$ cat src/rtl/hnt_pkg.sv
// Shared constants, types and helpers of the hash noise texel pipeline.
// No dependencies; imported by every module of the block.
`default_nettype none

package hnt_pkg;

    localparam int COORD_W    = 10;
    localparam int HASH_W     = 32;
    localparam int FRAC_W     = 16;
    localparam int COLOR_W    = 3 * FRAC_W;
    localparam int FINE_W     = 14;
    localparam int PIPE_DEPTH = 9;
    localparam int APB_DW     = 64;
    localparam int APB_AW     = 6;

    // Q0.16 unity, one bit wider than a fraction
    localparam logic [FRAC_W:0] ONE_Q16 = 17'h10000;

    // multiply-xorshift hash constants
    localparam logic [HASH_W-1:0] HASH_MUL_X = 32'd374761393;
    localparam logic [HASH_W-1:0] HASH_MUL_Y = 32'd668265263;
    localparam logic [HASH_W-1:0] HASH_MUL_S = 32'd2246822519;
    localparam logic [HASH_W-1:0] HASH_MUL_F = 32'd1274126177;

    // seed offsets of the pattern, mid-scale and grain hashes
    localparam logic [HASH_W-1:0] SEED_OFS_PAT  = 32'd17;
    localparam logic [HASH_W-1:0] SEED_OFS_MID  = 32'd23;
    localparam logic [HASH_W-1:0] SEED_OFS_FINE = 32'd31;

    // 0.58 and 0.42 as Q0.16
    localparam logic [FRAC_W-1:0] MIX_BROAD = 16'd38011;
    localparam logic [FRAC_W-1:0] MIX_MID   = 16'd27525;

    // ceil(2^16 / d): exact quotient for every 10-bit dividend
    localparam logic [15:0] RECIP_3  = 16'd21846;
    localparam logic [15:0] RECIP_7  = 16'd9363;
    localparam logic [15:0] RECIP_13 = 16'd5042;
    localparam logic [15:0] RECIP_19 = 16'd3450;

    typedef enum logic [2:0] {
        REG_BASE   = 3'd0,
        REG_ACCENT = 3'd1,
        REG_SEED   = 3'd2,
        REG_GRAIN  = 3'd3,
        REG_ISO    = 3'd4
    } t_reg_idx;

    typedef struct packed {
        logic ld_prod;
        logic ld_mix;
        logic ld_scr;
    } t_hash_ctl;

    typedef struct packed {
        logic ld_mix;
        logic ld_out;
    } t_chan_ctl;

    // quotient by a small constant via reciprocal multiply
    function automatic logic [COORD_W-1:0] div_const(input logic [COORD_W-1:0] x,
                                                    input logic [15:0] recip);
        logic [COORD_W+15:0] prod;
        prod = {16'd0, x} * {{COORD_W{1'b0}}, recip};
        return prod[COORD_W+15:16];
    endfunction

endpackage

`default_nettype wire

$ cat src/rtl/hnt_hash.sv
// Three-stage 32-bit multiply-xorshift coordinate hash.
// Depends on hnt_pkg; stage loads come from the parent's valid chain.
`default_nettype none

module hnt_hash import hnt_pkg::*; (
    input  wire logic                  i_clk,
    input  wire t_hash_ctl             i_ctl,
    input  wire logic [COORD_W-1:0]    i_cx,
    input  wire logic [COORD_W-1:0]    i_cy,
    input  wire logic [HASH_W-1:0]     i_seed,
    output logic      [HASH_W-1:0]     o_hash
);

    logic [HASH_W-1:0] r_px, r_py, r_ps;
    logic [HASH_W-1:0] n_px, n_py, n_ps;
    logic [HASH_W-1:0] r_mix, n_mix, n_sum;
    logic [HASH_W-1:0] r_scr, n_scr;

    always_comb begin
        n_px  = {{(HASH_W-COORD_W){1'b0}}, i_cx} * HASH_MUL_X;
        n_py  = {{(HASH_W-COORD_W){1'b0}}, i_cy} * HASH_MUL_Y;
        n_ps  = i_seed * HASH_MUL_S;
        n_sum = r_px + r_py + r_ps;
        n_mix = n_sum ^ (n_sum >> 13);
        n_scr = r_mix * HASH_MUL_F;
    end

    always_ff @(posedge i_clk) begin
        if (i_ctl.ld_prod) begin
            r_px <= n_px;
            r_py <= n_py;
            r_ps <= n_ps;
        end
        if (i_ctl.ld_mix) begin
            r_mix <= n_mix;
        end
        if (i_ctl.ld_scr) begin
            r_scr <= n_scr;
        end
    end

    assign o_hash = r_scr ^ (r_scr >> 16);

endmodule

`default_nettype wire

$ cat config.mk
export PLATFORM = sky130hd
export DESIGN_NAME = hnt_hash
export DESIGN_NICKNAME = d
export VERILOG_FILES = /design/src/rtl/hnt_pkg.sv /design/src/rtl/hnt_hash.sv
export SDC_FILE = /design/constraint.sdc
export NUM_CORES = 2
export LEC_CHECK = 0
export BUFFER_PORTS_ARGS = -buffer_cell sky130_fd_sc_hd__buf_2
export CORE_ASPECT_RATIO = 1.2
export CORE_MARGIN = 5
export CORE_UTILIZATION = 55
export CTS_CLUSTER_SIZE = 24
export DETAILED_ROUTE_END_ITERATION = 10
export GPL_ROUTABILITY_DRIVEN = 1
export HOLD_SLACK_MARGIN = 0.03
export PLACE_DENSITY = 0.72
export SETUP_SLACK_MARGIN = 0.2
export SLEW_MARGIN = 10
export SYNTH_ARGS = -nofsm -noshare
export SYNTH_HDL_FRONTEND = slang
export SYNTH_SLANG_ARGS = --single-unit
$ cat constraint.sdc
create_clock -name i_clk -period 16 [get_ports i_clk]
set_input_delay 0.8 -clock i_clk [delete_from_list [all_inputs] [get_ports i_clk]]
set_output_delay 0.8 -clock i_clk [all_outputs]
set_load 0.005 [all_outputs]
=== After elaboration in Yosys (flattened, before gate mapping) ===
Cells that the tools add are included.

* Bits in registers: 160
* Input bits: 56
* Word-level logic and storage cells: 13

* $add $sub $neg: 2
* Multipliers: 4
* Bitwise logic cells: 2

{| class="wikitable"
|+ Operators with widths
! operator !! number
|-
| $add A32 B32 Y32 || 2
|-
| $mul A10 B29 Y32 const B || 1
|-
| $mul A10 B30 Y32 const B || 1
|-
| $mul A32 B31 Y32 const B || 1
|-
| $mul A32 B32 Y32 const B || 1
|-
| $xor A32 B16 Y32 || 1
|-
| $xor A32 B19 Y32 || 1
|}

=== Logic depth before layout (Yosys ltp) ===
* Depth after elaboration: 3
* Depth in mapped cells: 24
* Mapped depth without buffers: 24

=== Worst setup path before layout ===
OpenSTA, ideal clock, no wires.

* Path kind: input-to-reg
* From: input port i_seed[14]
* To: register r_ps[28] (data pin)
* Setup time: 0.262 ns
* Arrival time: 6.471 ns
* Data required time: 15.738 ns
* Path slack: 9.268 ns
* Cell stages on the path: 22
* Cells stage by stage: ha_1 -> fa_1 -> fa_1 -> inv_1 -> fa_1 -> inv_1 -> fa_1 -> inv_1 -> fa_1 -> inv_1 -> fa_1 -> fa_1 -> ha_1 -> a21o_1 -> a21o_1 -> a21oi_1 -> nand2_1 -> nor4b_1 -> o31ai_1 -> a21oi_1 -> o21ai_1 -> xor2_1

* Cells in the longest elaborated chain, start to end: 1

{| class="wikitable"
|+ RTL lines
! element !! line !! RTL
|-
| start, declared || hnt_hash.sv:10 || <nowiki>input wire logic [HASH_W-1:0] i_seed,</nowiki>
|-
| $mul A32 B32 Y32 || hnt_hash.sv:22 || <nowiki>n_ps = i_seed * HASH_MUL_S;</nowiki>
|-
| via n_ps[28] || hnt_hash.sv:15 || <nowiki>logic [HASH_W-1:0] n_px, n_py, n_ps;</nowiki>
|-
| end signal, assigned || hnt_hash.sv:32 || <nowiki>r_ps <= n_ps;</nowiki>
|-
| end, declared || hnt_hash.sv:14 || <nowiki>logic [HASH_W-1:0] r_px, r_py, r_ps;</nowiki>
|}

The timed path passes the listed nets, and every way through them passes these cells.
A chain may end at the register's enable or synchronous reset.

=== Final worst setup path ===
* From: register r_mix[5]
* To: register r_scr[30] (data pin)

* Cells in the longest elaborated chain, start to end: 1

{| class="wikitable"
|+ RTL lines
! element !! line !! RTL
|-
| start, declared || hnt_hash.sv:16 || <nowiki>logic [HASH_W-1:0] r_mix, n_mix, n_sum;</nowiki>
|-
| start signal, assigned || hnt_hash.sv:35 || <nowiki>r_mix <= n_mix;</nowiki>
|-
| $mul A32 B31 Y32 || hnt_hash.sv:25 || <nowiki>n_scr = r_mix * HASH_MUL_F;</nowiki>
|-
| via n_scr[30] || hnt_hash.sv:17 || <nowiki>logic [HASH_W-1:0] r_scr, n_scr;</nowiki>
|-
| end signal, assigned || hnt_hash.sv:38 || <nowiki>r_scr <= n_scr;</nowiki>
|-
| end, declared || hnt_hash.sv:17 ||
|}

The timed path passes the listed nets, and every way through them passes these cells.

==> run summary <==
Register Area: 4805 um^2
layout cells sized above 1: 4.436%
ANT nets after route: 0
Nets: 4268
global-route met3 utilization: 2.482%
first-pass iteration count of the detailed router: 5
antenna violations before repair: 0
post-CTS setup buffer count: 0
Synth area leaders: fa_1 38%, ha_1 20%, edfxtp_1 15%, inv_1 9.7%, xnor2_1 4.6%
RSZ-0062 raised after global routing: no
synthesized instance count: 2962
H-tree depth: 4
Tmin final: 7.342 ns
CTS Buf Count: 17
Post-synth EDFFs: 160
most instantiated cells after synthesis: 845 x inv_1, 627 x fa_1, 531 x ha_1
Core Rows: 98
path type of the worst min-delay path: in2reg
Worst-path clk slew: 0.07 ns
# DRC: 0
relative slew slack: 41.35%
Tightest Pin Transition: 0.8575 ns
Fill cells: 4986
initial drt markers: 794
chip width: 232.5 um
Hold-fix buffers, CTS: 0
global-route wire length before repair: 127400 um
Syn. warnings: 0
Crit Path Category: reg2reg
number of I/O pins: 88
Worst Hold Depth: 1
Tot GR Track Use: 25.59%
post-CTS sizing: 0
most common cell in the netlist: inv_1
Worst Clk Skew: 0.01181 ns
worst hold margin: 0.7185 ns
Req. time, crit path: 16.21 ns
Most Crowded Layer GR: met2
GRT Residual Overflow: 0
via count: 20500
Seq/Total Area, Yosys: 14.70%
half-perimeter wire length after placement: 70870 um
Clock Latency Late Sink: 0.45 ns
cell area after layout: 34580 um^2
Worst Setup Start Kind: flip-flop
CP max FO: 8
multi-input combinational cell area: 24590 um^2
status: complete, no violations
max_cap viols: 0
Routed WL: 78540 um
final count of pins violating max slew: 0
Peak Freq: 0.1362 GHz
Post-Syn Area: 32690 um^2
final hold viol count: 0
Syn Area/Cell: 11.03 um^2
core area: 59220 um^2
Total Neg Setup Slack: 0 ns
Final Setup Violations: 0
vias per cell: 5.303
Die H: 277.0 um
largest area contributor in the netlist: fa_1
Main synth FF type: edfxtp_1
Crit path arrival time: 7.55 ns
Netlist cell types: 66
Avg WL per Cell: 20.32 um
TritonCTS clock tree: yes
grt met1 use: 29.72%
placed cell area: 34020 um^2
met2 Resource Use GR: 47.57%
register bit total from synthesis: 160
Starting Density: 55.19%
post-layout util: 58.40%
maximum buffer depth of the clock tree: 2
final worst-path cycle share: 45.89%
largest net degree at the start of global routing: 61
syn nets: 4176
Async SR Flop Fraction: 0%
CTS Root Cell: clkbuf_16
routability cong.: 0.9524
vias in the first global route: 23790
area added between synthesis and finish: 5.811%
Worst Setup End Kind: flip-flop
diode count: 0
share of the synthesized area in the top cell type: 38.40%
# clock sinks: 160
Port Buf Inserts: 87
full die area: 64420 um^2
worst r2r path cells: 21
-- worst paths after layout --
kind / start / end / slack, ns
min reg2reg: r_ps[0]$_DFFE_PP_ / r_mix[0]$_DFFE_PP_ / 0.78
max reg2reg: r_mix[5]$_DFFE_PP_ / r_scr[30]$_DFFE_PP_ / 8.66
max: r_mix[5]$_DFFE_PP_ / r_scr[30]$_DFFE_PP_ / 8.66
min: i_cx[2] / r_px[2]$_DFFE_PP_ / 0.72
-- layout make-up --
class | count | share of cell area, %
clock buffer | 18 | 1.241
clock inverter | 13 | 0.3943
inverter | 845 | 9.171
multi-input combinational | 1941 | 71.10
sequential | 160 | 13.89
tap | 800 | 2.894
timing repair buffer | 89 | 1.310
-- worst max-delay path, cell delays in order (launching register included) --
cell and delay [ns]:
edfxtp_1 0.69, inv_1 0.19, fa_1 0.61, inv_1 0.07
fa_1 0.42, fa_1 0.49, inv_1 0.05, fa_1 0.49
inv_1 0.06, fa_1 0.49, fa_1 0.57, fa_1 0.41
ha_1 0.29, ha_1 0.36, a21oi_1 0.17, nor2b_1 0.07
a311oi_2 0.49, o21ai_1 0.23, or4_1 0.45, a31o_2 0.25
a21oi_1 0.16, xnor2_1 0.09
-- stage by stage --
step,cells,worst slack [ns]
5_1_grt,3866,8.298
2_1_floorplan,2962,9.268
4_1_cts,3866,8.657
3_3_place_gp,3835,8.706
3_5_place_dp,3835,8.584
6_report,3866,8.658
-- layer usage --
metal | vias up | share of wire [%]
li1 | 9488 | -
met1 | 10440 | 38
met2 | 409 | 54
met3 | 160 | 2.7
met4 | 0 | 5.5
met5 | - | 0
-- logic make-up after synthesis --
logic type | Yosys count | share of synthesized area, %
fa+ha+maj | 1158 | 58.73
buf+inv | 861 | 10.07
compound gates | 325 | 6.561
xor+xnor | 239 | 6.580
simple gates | 218 | 3.327
flops | 160 | 14.70
mux | 1 | 0.03063
-- cell usage in the layout, fill, tap and decap left out, types with 11 or more instances in the layout --
cell type,count
buf_2,86
o21bai_1,13
a21oi_1,99
o21a_1,18
xnor2_1,171
nand3_1,18
a31oi_1,11
xor2_1,64
nand2_1,38
o21ai_0,50
inv_1,845
edfxtp_1,160
and3_1,12
fa_1,627
nor3_1,25
ha_1,531
nor2b_1,12
clkbuf_16,17
nor2_1,67
a21o_1,65
-- state kept, by name, indices dropped and copies added (netlist names) --
name,count
r_mix,32
r_ps,32
r_px,32
r_py,32
r_scr,32
Power is left out: the tool's default activity adds up to more than one toggle a clock period on the data nets, which glitch-free logic cannot reach.
