==> config.mk <==
export PLATFORM = sky130hd
export DESIGN_NAME = hnt_chan
export DESIGN_NICKNAME = d
export VERILOG_FILES = /design/src/rtl/hnt_pkg.sv /design/src/rtl/hnt_chan.sv
export SDC_FILE = /design/constraint.sdc
export NUM_CORES = 1
export LEC_CHECK = 0
export BUFFER_PORTS_ARGS = -buffer_cell sky130_fd_sc_hd__clkbuf_2
export CAP_MARGIN = 30
export CORE_MARGIN = 2
export CORE_UTILIZATION = 47
export DETAILED_ROUTE_END_ITERATION = 10
export PLACE_DENSITY_LB_ADDON = 0.25
export SLEW_MARGIN = 20
export SYNTH_ARGS = -nofsm -noshare
export SYNTH_HDL_FRONTEND = slang
export SYNTH_SLANG_ARGS = --single-unit
==> constraint.sdc <==
create_clock -name i_clk -period 19.96 [get_ports i_clk]
set_clock_uncertainty 0.05 [all_clocks]
set_input_delay 2.994 -clock i_clk [delete_from_list [all_inputs] [get_ports i_clk]]
set_output_delay 2.994 -clock i_clk [all_outputs]
set_load 0.02 [all_outputs]
==> src/rtl/hnt_pkg.sv <==
// Shared constants, types and helpers of the hash noise texel pipeline.
// No dependencies; imported by every module of the block.
`default_nettype none

package hnt_pkg;

    localparam int COORD_W    = 10;
    localparam int HASH_W     = 32;
    localparam int FRAC_W     = 16;
    localparam int COLOR_W    = 3 * FRAC_W;
    localparam int FINE_W     = 14;
    localparam int PIPE_DEPTH = 9;
    localparam int APB_DW     = 64;
    localparam int APB_AW     = 6;

    // Q0.16 unity, one bit wider than a fraction
    localparam logic [FRAC_W:0] ONE_Q16 = 17'h10000;

    // multiply-xorshift hash constants
    localparam logic [HASH_W-1:0] HASH_MUL_X = 32'd374761393;
    localparam logic [HASH_W-1:0] HASH_MUL_Y = 32'd668265263;
    localparam logic [HASH_W-1:0] HASH_MUL_S = 32'd2246822519;
    localparam logic [HASH_W-1:0] HASH_MUL_F = 32'd1274126177;

    // seed offsets of the pattern, mid-scale and grain hashes
    localparam logic [HASH_W-1:0] SEED_OFS_PAT  = 32'd17;
    localparam logic [HASH_W-1:0] SEED_OFS_MID  = 32'd23;
    localparam logic [HASH_W-1:0] SEED_OFS_FINE = 32'd31;

    // 0.58 and 0.42 as Q0.16
    localparam logic [FRAC_W-1:0] MIX_BROAD = 16'd38011;
    localparam logic [FRAC_W-1:0] MIX_MID   = 16'd27525;

    // ceil(2^16 / d): exact quotient for every 10-bit dividend
    localparam logic [15:0] RECIP_3  = 16'd21846;
    localparam logic [15:0] RECIP_7  = 16'd9363;
    localparam logic [15:0] RECIP_13 = 16'd5042;
    localparam logic [15:0] RECIP_19 = 16'd3450;

    typedef enum logic [2:0] {
        REG_BASE   = 3'd0,
        REG_ACCENT = 3'd1,
        REG_SEED   = 3'd2,
        REG_GRAIN  = 3'd3,
        REG_ISO    = 3'd4
    } t_reg_idx;

    typedef struct packed {
        logic ld_prod;
        logic ld_mix;
        logic ld_scr;
    } t_hash_ctl;

    typedef struct packed {
        logic ld_mix;
        logic ld_out;
    } t_chan_ctl;

    // quotient by a small constant via reciprocal multiply
    function automatic logic [COORD_W-1:0] div_const(input logic [COORD_W-1:0] x,
                                                    input logic [15:0] recip);
        logic [COORD_W+15:0] prod;
        prod = {16'd0, x} * {{COORD_W{1'b0}}, recip};
        return prod[COORD_W+15:16];
    endfunction

endpackage

`default_nettype wire

==> src/rtl/hnt_chan.sv <==
// One colour channel: base/accent blend, grain add, saturation and byte scaling.
// Depends on hnt_pkg; two register stages loaded by the parent's valid chain.
`default_nettype none

module hnt_chan import hnt_pkg::*; (
    input  wire logic                i_clk,
    input  wire t_chan_ctl           i_ctl,
    input  wire logic [FRAC_W-1:0]   i_base,
    input  wire logic [FRAC_W-1:0]   i_accent,
    input  wire logic [FRAC_W:0]     i_t,
    input  wire logic [FRAC_W:0]     i_tinv,
    input  wire logic [FINE_W-1:0]   i_fine,
    output logic      [7:0]          o_byte
);

    logic [32:0]        n_prod;
    logic [FRAC_W-1:0]  r_mix;
    logic [FINE_W-1:0]  r_fine;
    logic [FRAC_W:0]    n_sum, n_sat;
    logic [FRAC_W+8:0]  n_scaled;
    logic [7:0]         r_byte;

    always_comb begin
        n_prod   = {17'd0, i_base} * {16'd0, i_tinv} + {17'd0, i_accent} * {16'd0, i_t};
        n_sum    = {1'b0, r_mix} + {3'd0, r_fine};
        n_sat    = (n_sum > ONE_Q16) ? ONE_Q16 : n_sum;
        // v * 255 as a shift and subtract
        n_scaled = {n_sat, 8'd0} - {8'd0, n_sat};
    end

    always_ff @(posedge i_clk) begin
        if (i_ctl.ld_mix) begin
            r_mix  <= n_prod[31:16];
            r_fine <= i_fine;
        end
        if (i_ctl.ld_out) begin
            r_byte <= n_scaled[23:16];
        end
    end

    assign o_byte = r_byte;

endmodule

`default_nettype wire

## After elaboration in Yosys (flattened, before gate mapping)

Cells that the tools add are included.
W data, S select, Z words.

- Magnitude comparators: 1
- Multiplexer cells: 1
- Multipliers: 2
- Add/sub/neg operators: 3

Operators with widths:

| cell | count |
|---|---|
| $mul A16 B17 Y32 | 2 |
| $add A32 B32 Y32 | 1 |
| $sub A24 B17 Y24 | 1 |
| $add A16 B14 Y17 | 1 |
| $gt A17 B17 Y1 const B | 1 |
| $mux W17 | 1 |

- Register bits: 38
- Word-level logic and storage cells: 10

## Depth between registers and ports, before layout

- Depth in word-level cells: 4
- Gate-level depth with buffers: 26
- Gate-level depth less buffers: 25

## Least setup slack after synthesis

Ideal clock, no wire load.

- Kind: input port to flip-flop
- Start point: input i_accent[7]
- End point: register r_mix[15] (data pin)
- Data required time: 19.650 ns
- Slack: 10.251 ns
- Arrival time: 9.399 ns
- Stages: 24
- Buffers on the path: 2
- Library setup time: 0.260 ns
- Path through: clkbuf_1 > clkbuf_1 > nand2_1 > fa_1 > inv_1 > fa_1 > fa_1 > fa_1 > fa_1 > fa_1 > fa_1 > inv_1 > fa_1 > inv_1 > ha_1 > nand2_1 > a31oi_1 > a21oi_1 > a211oi_1 > a311oi_1 > o31ai_1 > o21a_1 > nor2_1 > xnor2_1

- Longest elaborated chain between the ends: 2

RTL lines:

| element | RTL line | RTL |
|---|---|---|
| from (decl) | hnt_chan.sv:9 | `input wire logic [FRAC_W-1:0] i_accent,` |
| $mul A16 B17 Y32 | hnt_chan.sv:24 | `n_prod = {17'd0, i_base} * {16'd0, i_tinv} + {17'd0, i_accent} * {16'd0, i_t};` |
| $add A32 B32 Y32 | hnt_chan.sv:24 |  |
| via n_prod[31] | hnt_chan.sv:16 | `logic [32:0] n_prod;` |
| to (signal assigned) | hnt_chan.sv:33 | `r_mix <= n_prod[31:16];` |
| to (decl) | hnt_chan.sv:17 | `logic [FRAC_W-1:0] r_mix;` |

The timed path passes the listed nets, and every way through them passes these cells.
A chain may end at the register's enable or synchronous reset.

## Worst setup path in the final report

- Start point: input i_t[10]
- End point: register r_mix[15] (data pin)

- Longest elaborated chain between the ends: 2

RTL lines:

| element | RTL line | RTL |
|---|---|---|
| from (decl) | hnt_chan.sv:10 | `input wire logic [FRAC_W:0] i_t,` |
| $mul A16 B17 Y32 | hnt_chan.sv:24 |  |
| $add A32 B32 Y32 | hnt_chan.sv:24 |  |
| via n_prod[31] | hnt_chan.sv:16 |  |

The timed path passes the listed nets, and every way through them passes these cells.

==> impl_metrics.yaml <==
outcome:
  status: "finished clean"
clock_network:
  ctsResizeCount: 0
  cts_root_buf: "clkbuf_16"
  clk_pin_slew_ps: 60
  cts_tree: "yes"
  postCtsSetupRepairBufs: 0
  numCtsBuffers: 5
  hold_buffers: 0
  htree_num_levels: 2
  ctsLongestPathBuffers: 2
  clk_latency_ps: 280
  cts_sinks: 38
floorplan:
  die_height_um: 209
  die-area_um2: 43900
  initial_core_util: 0.475
  core_area_um2: 41800
  ios: 91
  fp-row-count: 75
  die_w_um: 209
critical_path:
  cp_common_cell: "fa_1"
  cp_slowest_cell: "a221oi_1"
  cpLargestDelayFamily: "adder cells"
  critPathBufInv: 5
  path_cells: "clkbuf_2 > and2_1 > fa_1 > inv_1 > fa_1 > inv_1 > fa_1 > inv_1 > fa_1 > inv_1 > fa_1 > fa_1 > fa_1 > fa_1 > ha_1 > a2111oi_0 > o21ai_0 > a221oi_1 > a211oi_1 > a311oi_1 > o31ai_1 > o21a_1 > nor2_1 > xnor2_1"
  crit_arrival_ps: 10380
  crit_cells: 24
  r2r_end: "o_byte[7]"
  crit_path_end_kind: "flip-flop"
  cp_max_fo: 16
  rrSetupSlack_ps: 14440
  critical_path_class: "input pin to flip-flop"
  r2r-start: "r_mix[2]"
  critPathRequiredTime_ps: 19940
  start_kind: "input pin"
  slowest_delay_ps: 610
  reg2reg_depth: 20
timing:
  slew_headroom: 0.471
  max_freq_mhz: 96.1
  rsz0062_at_grt: "no"
  fin_tns_setup_ps: 0
  final_hold_viol_count: 0
  slew_viol_final: 0
  tightest_slew_ps: 788
  finalWorstSetupSlack_ps: 9560
  period_minus_slack_ps: 10400
  fin_crit_sh: 0.521
  setup_violations: 0
route:
  firstDrtPassIters: 5
  wirelength_mm: 46.9
  avgRoutedWirePerCell_um: 17.5
  drc: 0
  viasPerCell: 5.05
  vias: 13500
  ant_nets: 0
  drt-initial-drc-count: 629
layout:
  drive_gt1_frac: 0.0511
  finalInstanceArea_um2: 20900
  antenna-diode-count: 0
  fin_nets: 2896
  fillers: 3868
  final_util: 0.499
  area_delta_synth_final_pct: 5.15
synth:
  synth_top_area_cell: "fa_1"
  ys_warn_count: 0
  synth_area_um2: 19800
  synth_area_leaders: "fa_1 47%, ha_1 13%, inv_1 10%"
  syn_area_per_cell_um2: 9.41
  synth_fa_ha_area_frac: 0.606
  seq_area_frac_synth: 0.0575
  synth.mux.area_fraction: 0.000505
  syn-num-nets: 2870
  synthSimpleGateAreaFrac: 0.169
  synth_top_family_by_area: "adder cells"
  synth_edf_count: 38
  synth.distinct_cells: 54
  syn_inst: 2108
  synth_compound_area_frac: 0.0355
  yosysTopAreaCellShare: 0.474
  synth-xor-area-share: 0.0168
  async_flop_share: 0
  ys.flop_type: "edfxtp_1"
  synth-seq-cells: 38
worst_hold_path:
  hold_path.startpoint: "r_mix[15]"
  hold_depth: 3
  hold_end: "o_byte[7]"
  holdCritPathClass: "flip-flop to flip-flop"
global_route:
  grt_pass1_vias: 14900
  antenna_found_initial: 0
  grtUsageTotal: 0.230
  grt-ovfl-total: 0
  grt_pass1_wl_mm: 79.2
  grt_max_degree: 31
place:
  gp_congestion: 0.899
  io_buffers: 90
  placed_area_um2: 20700
  place_hpwl_mm: 40.3
  dpl_worst_slack_ps: 9220
flow_run:
  maxCapViolCount: 0
per-layer routing:
layer | track usage | share of wire | routed length, um
met5 | 0 | 0 | 0
met4 | 0.0180 | 0.0063 | 297
met3 | 0.0352 | 0.062 | 2890
met2 | 0.354 | 0.43 | 20100
met1 | 0.357 | 0.50 | 23600
synth_stat cells, types with 5 or more instances:
cell	n
inv_1	531
fa_1	470
and2_1	314
nand2_1	252
ha_1	209
clkbuf_1	72
edfxtp_1	38
nor2_1	29
xnor2_1	25
a21oi_1	22
o21ai_0	17
a21o_1	14
nor3_1	14
xor2_1	10
o21a_1	9
nor2b_1	8
nand3_1	7
o211ai_1	6
a31oi_1	5
nand2b_1	5
through the flow:
stage,std cells,hold WS (ps)
floorplan,2108,680
global route,2673,877
global placement,2666,816
CTS,2673,842
finish,2673,832
detailed placement,2666,823
worst min-delay path, cell delays in order (launching register included):
cell and delay (ps):
edfxtp_1 410, xor2_1 150, nand2b_1 70, and3_1 140
flip-flops by register name, indices dropped and copies added, names as in the netlist:
name    flops
o_byte      8
r_fine     14
r_mix      16
cell families after synthesis:
| kind of cell | count (synthesis) |
|---|---|
| AO/OA/AOI/OAI | 103 |
| AND/OR/NAND/NOR | 648 |
| flip-flops | 38 |
| buffers and inverters | 603 |
| multiplexers | 1 |
| adder cells (fa/ha/maj) | 679 |
| XOR/XNOR | 36 |
layout make-up:
type,instances,area [um^2],share of cell area
clock inverters,2,33.8,0.00162
well taps,539,674,0.0323
inverters,531,1990,0.0956
multi-input cells,1467,16400,0.788
clock buffers,5,125,0.00600
flip-flops and latches,38,1140,0.0547
repair buffers,91,458,0.0220
cells in the final DEF, fill, tap and decap left out, types with 2 or more instances in the layout:
cell / netlist / routed
a211oi_1: 4 / 4
a21o_1: 14 / 14
a21oi_1: 22 / 22
a311oi_1: 2 / 2
a31oi_1: 5 / 5
and2_1: 314 / 314
and3_1: 3 / 3
clkbuf_16: 0 / 5
clkbuf_2: 0 / 90
edfxtp_1: 38 / 38
fa_1: 470 / 470
ha_1: 209 / 209
inv_1: 531 / 531
nand2_1: 252 / 252
nand2b_1: 5 / 5
nand3_1: 7 / 7
nor2_1: 29 / 29
nor2b_1: 8 / 8
nor3_1: 14 / 14
nor4_1: 2 / 2
o211a_1: 3 / 3
o211ai_1: 6 / 6
o21a_1: 9 / 9
o21ai_0: 17 / 17
o21ai_1: 2 / 2
o21bai_1: 2 / 2
o31a_1: 2 / 2
o31ai_1: 3 / 3
o31ai_2: 2 / 2
or2_2: 2 / 2
or3_1: 2 / 2
xnor2_1: 25 / 25
xor2_1: 10 / 10
worst max path at each step:
stage | startpoint | to | slack (ps)
finish | i_t[10] | r_mix[15] | 9560
global route | i_t[10] | r_mix[15] | 8920
CTS | i_accent[1] | r_mix[15] | 9480
detailed placement | i_accent[1] | r_mix[15] | 9220
global placement | i_t[10] | r_mix[15] | 9300
floorplan | i_accent[7] | r_mix[15] | 10250
Power is left out: the tool's default activity adds up to more than one toggle a clock period on the data nets, which glitch-free logic cannot reach.
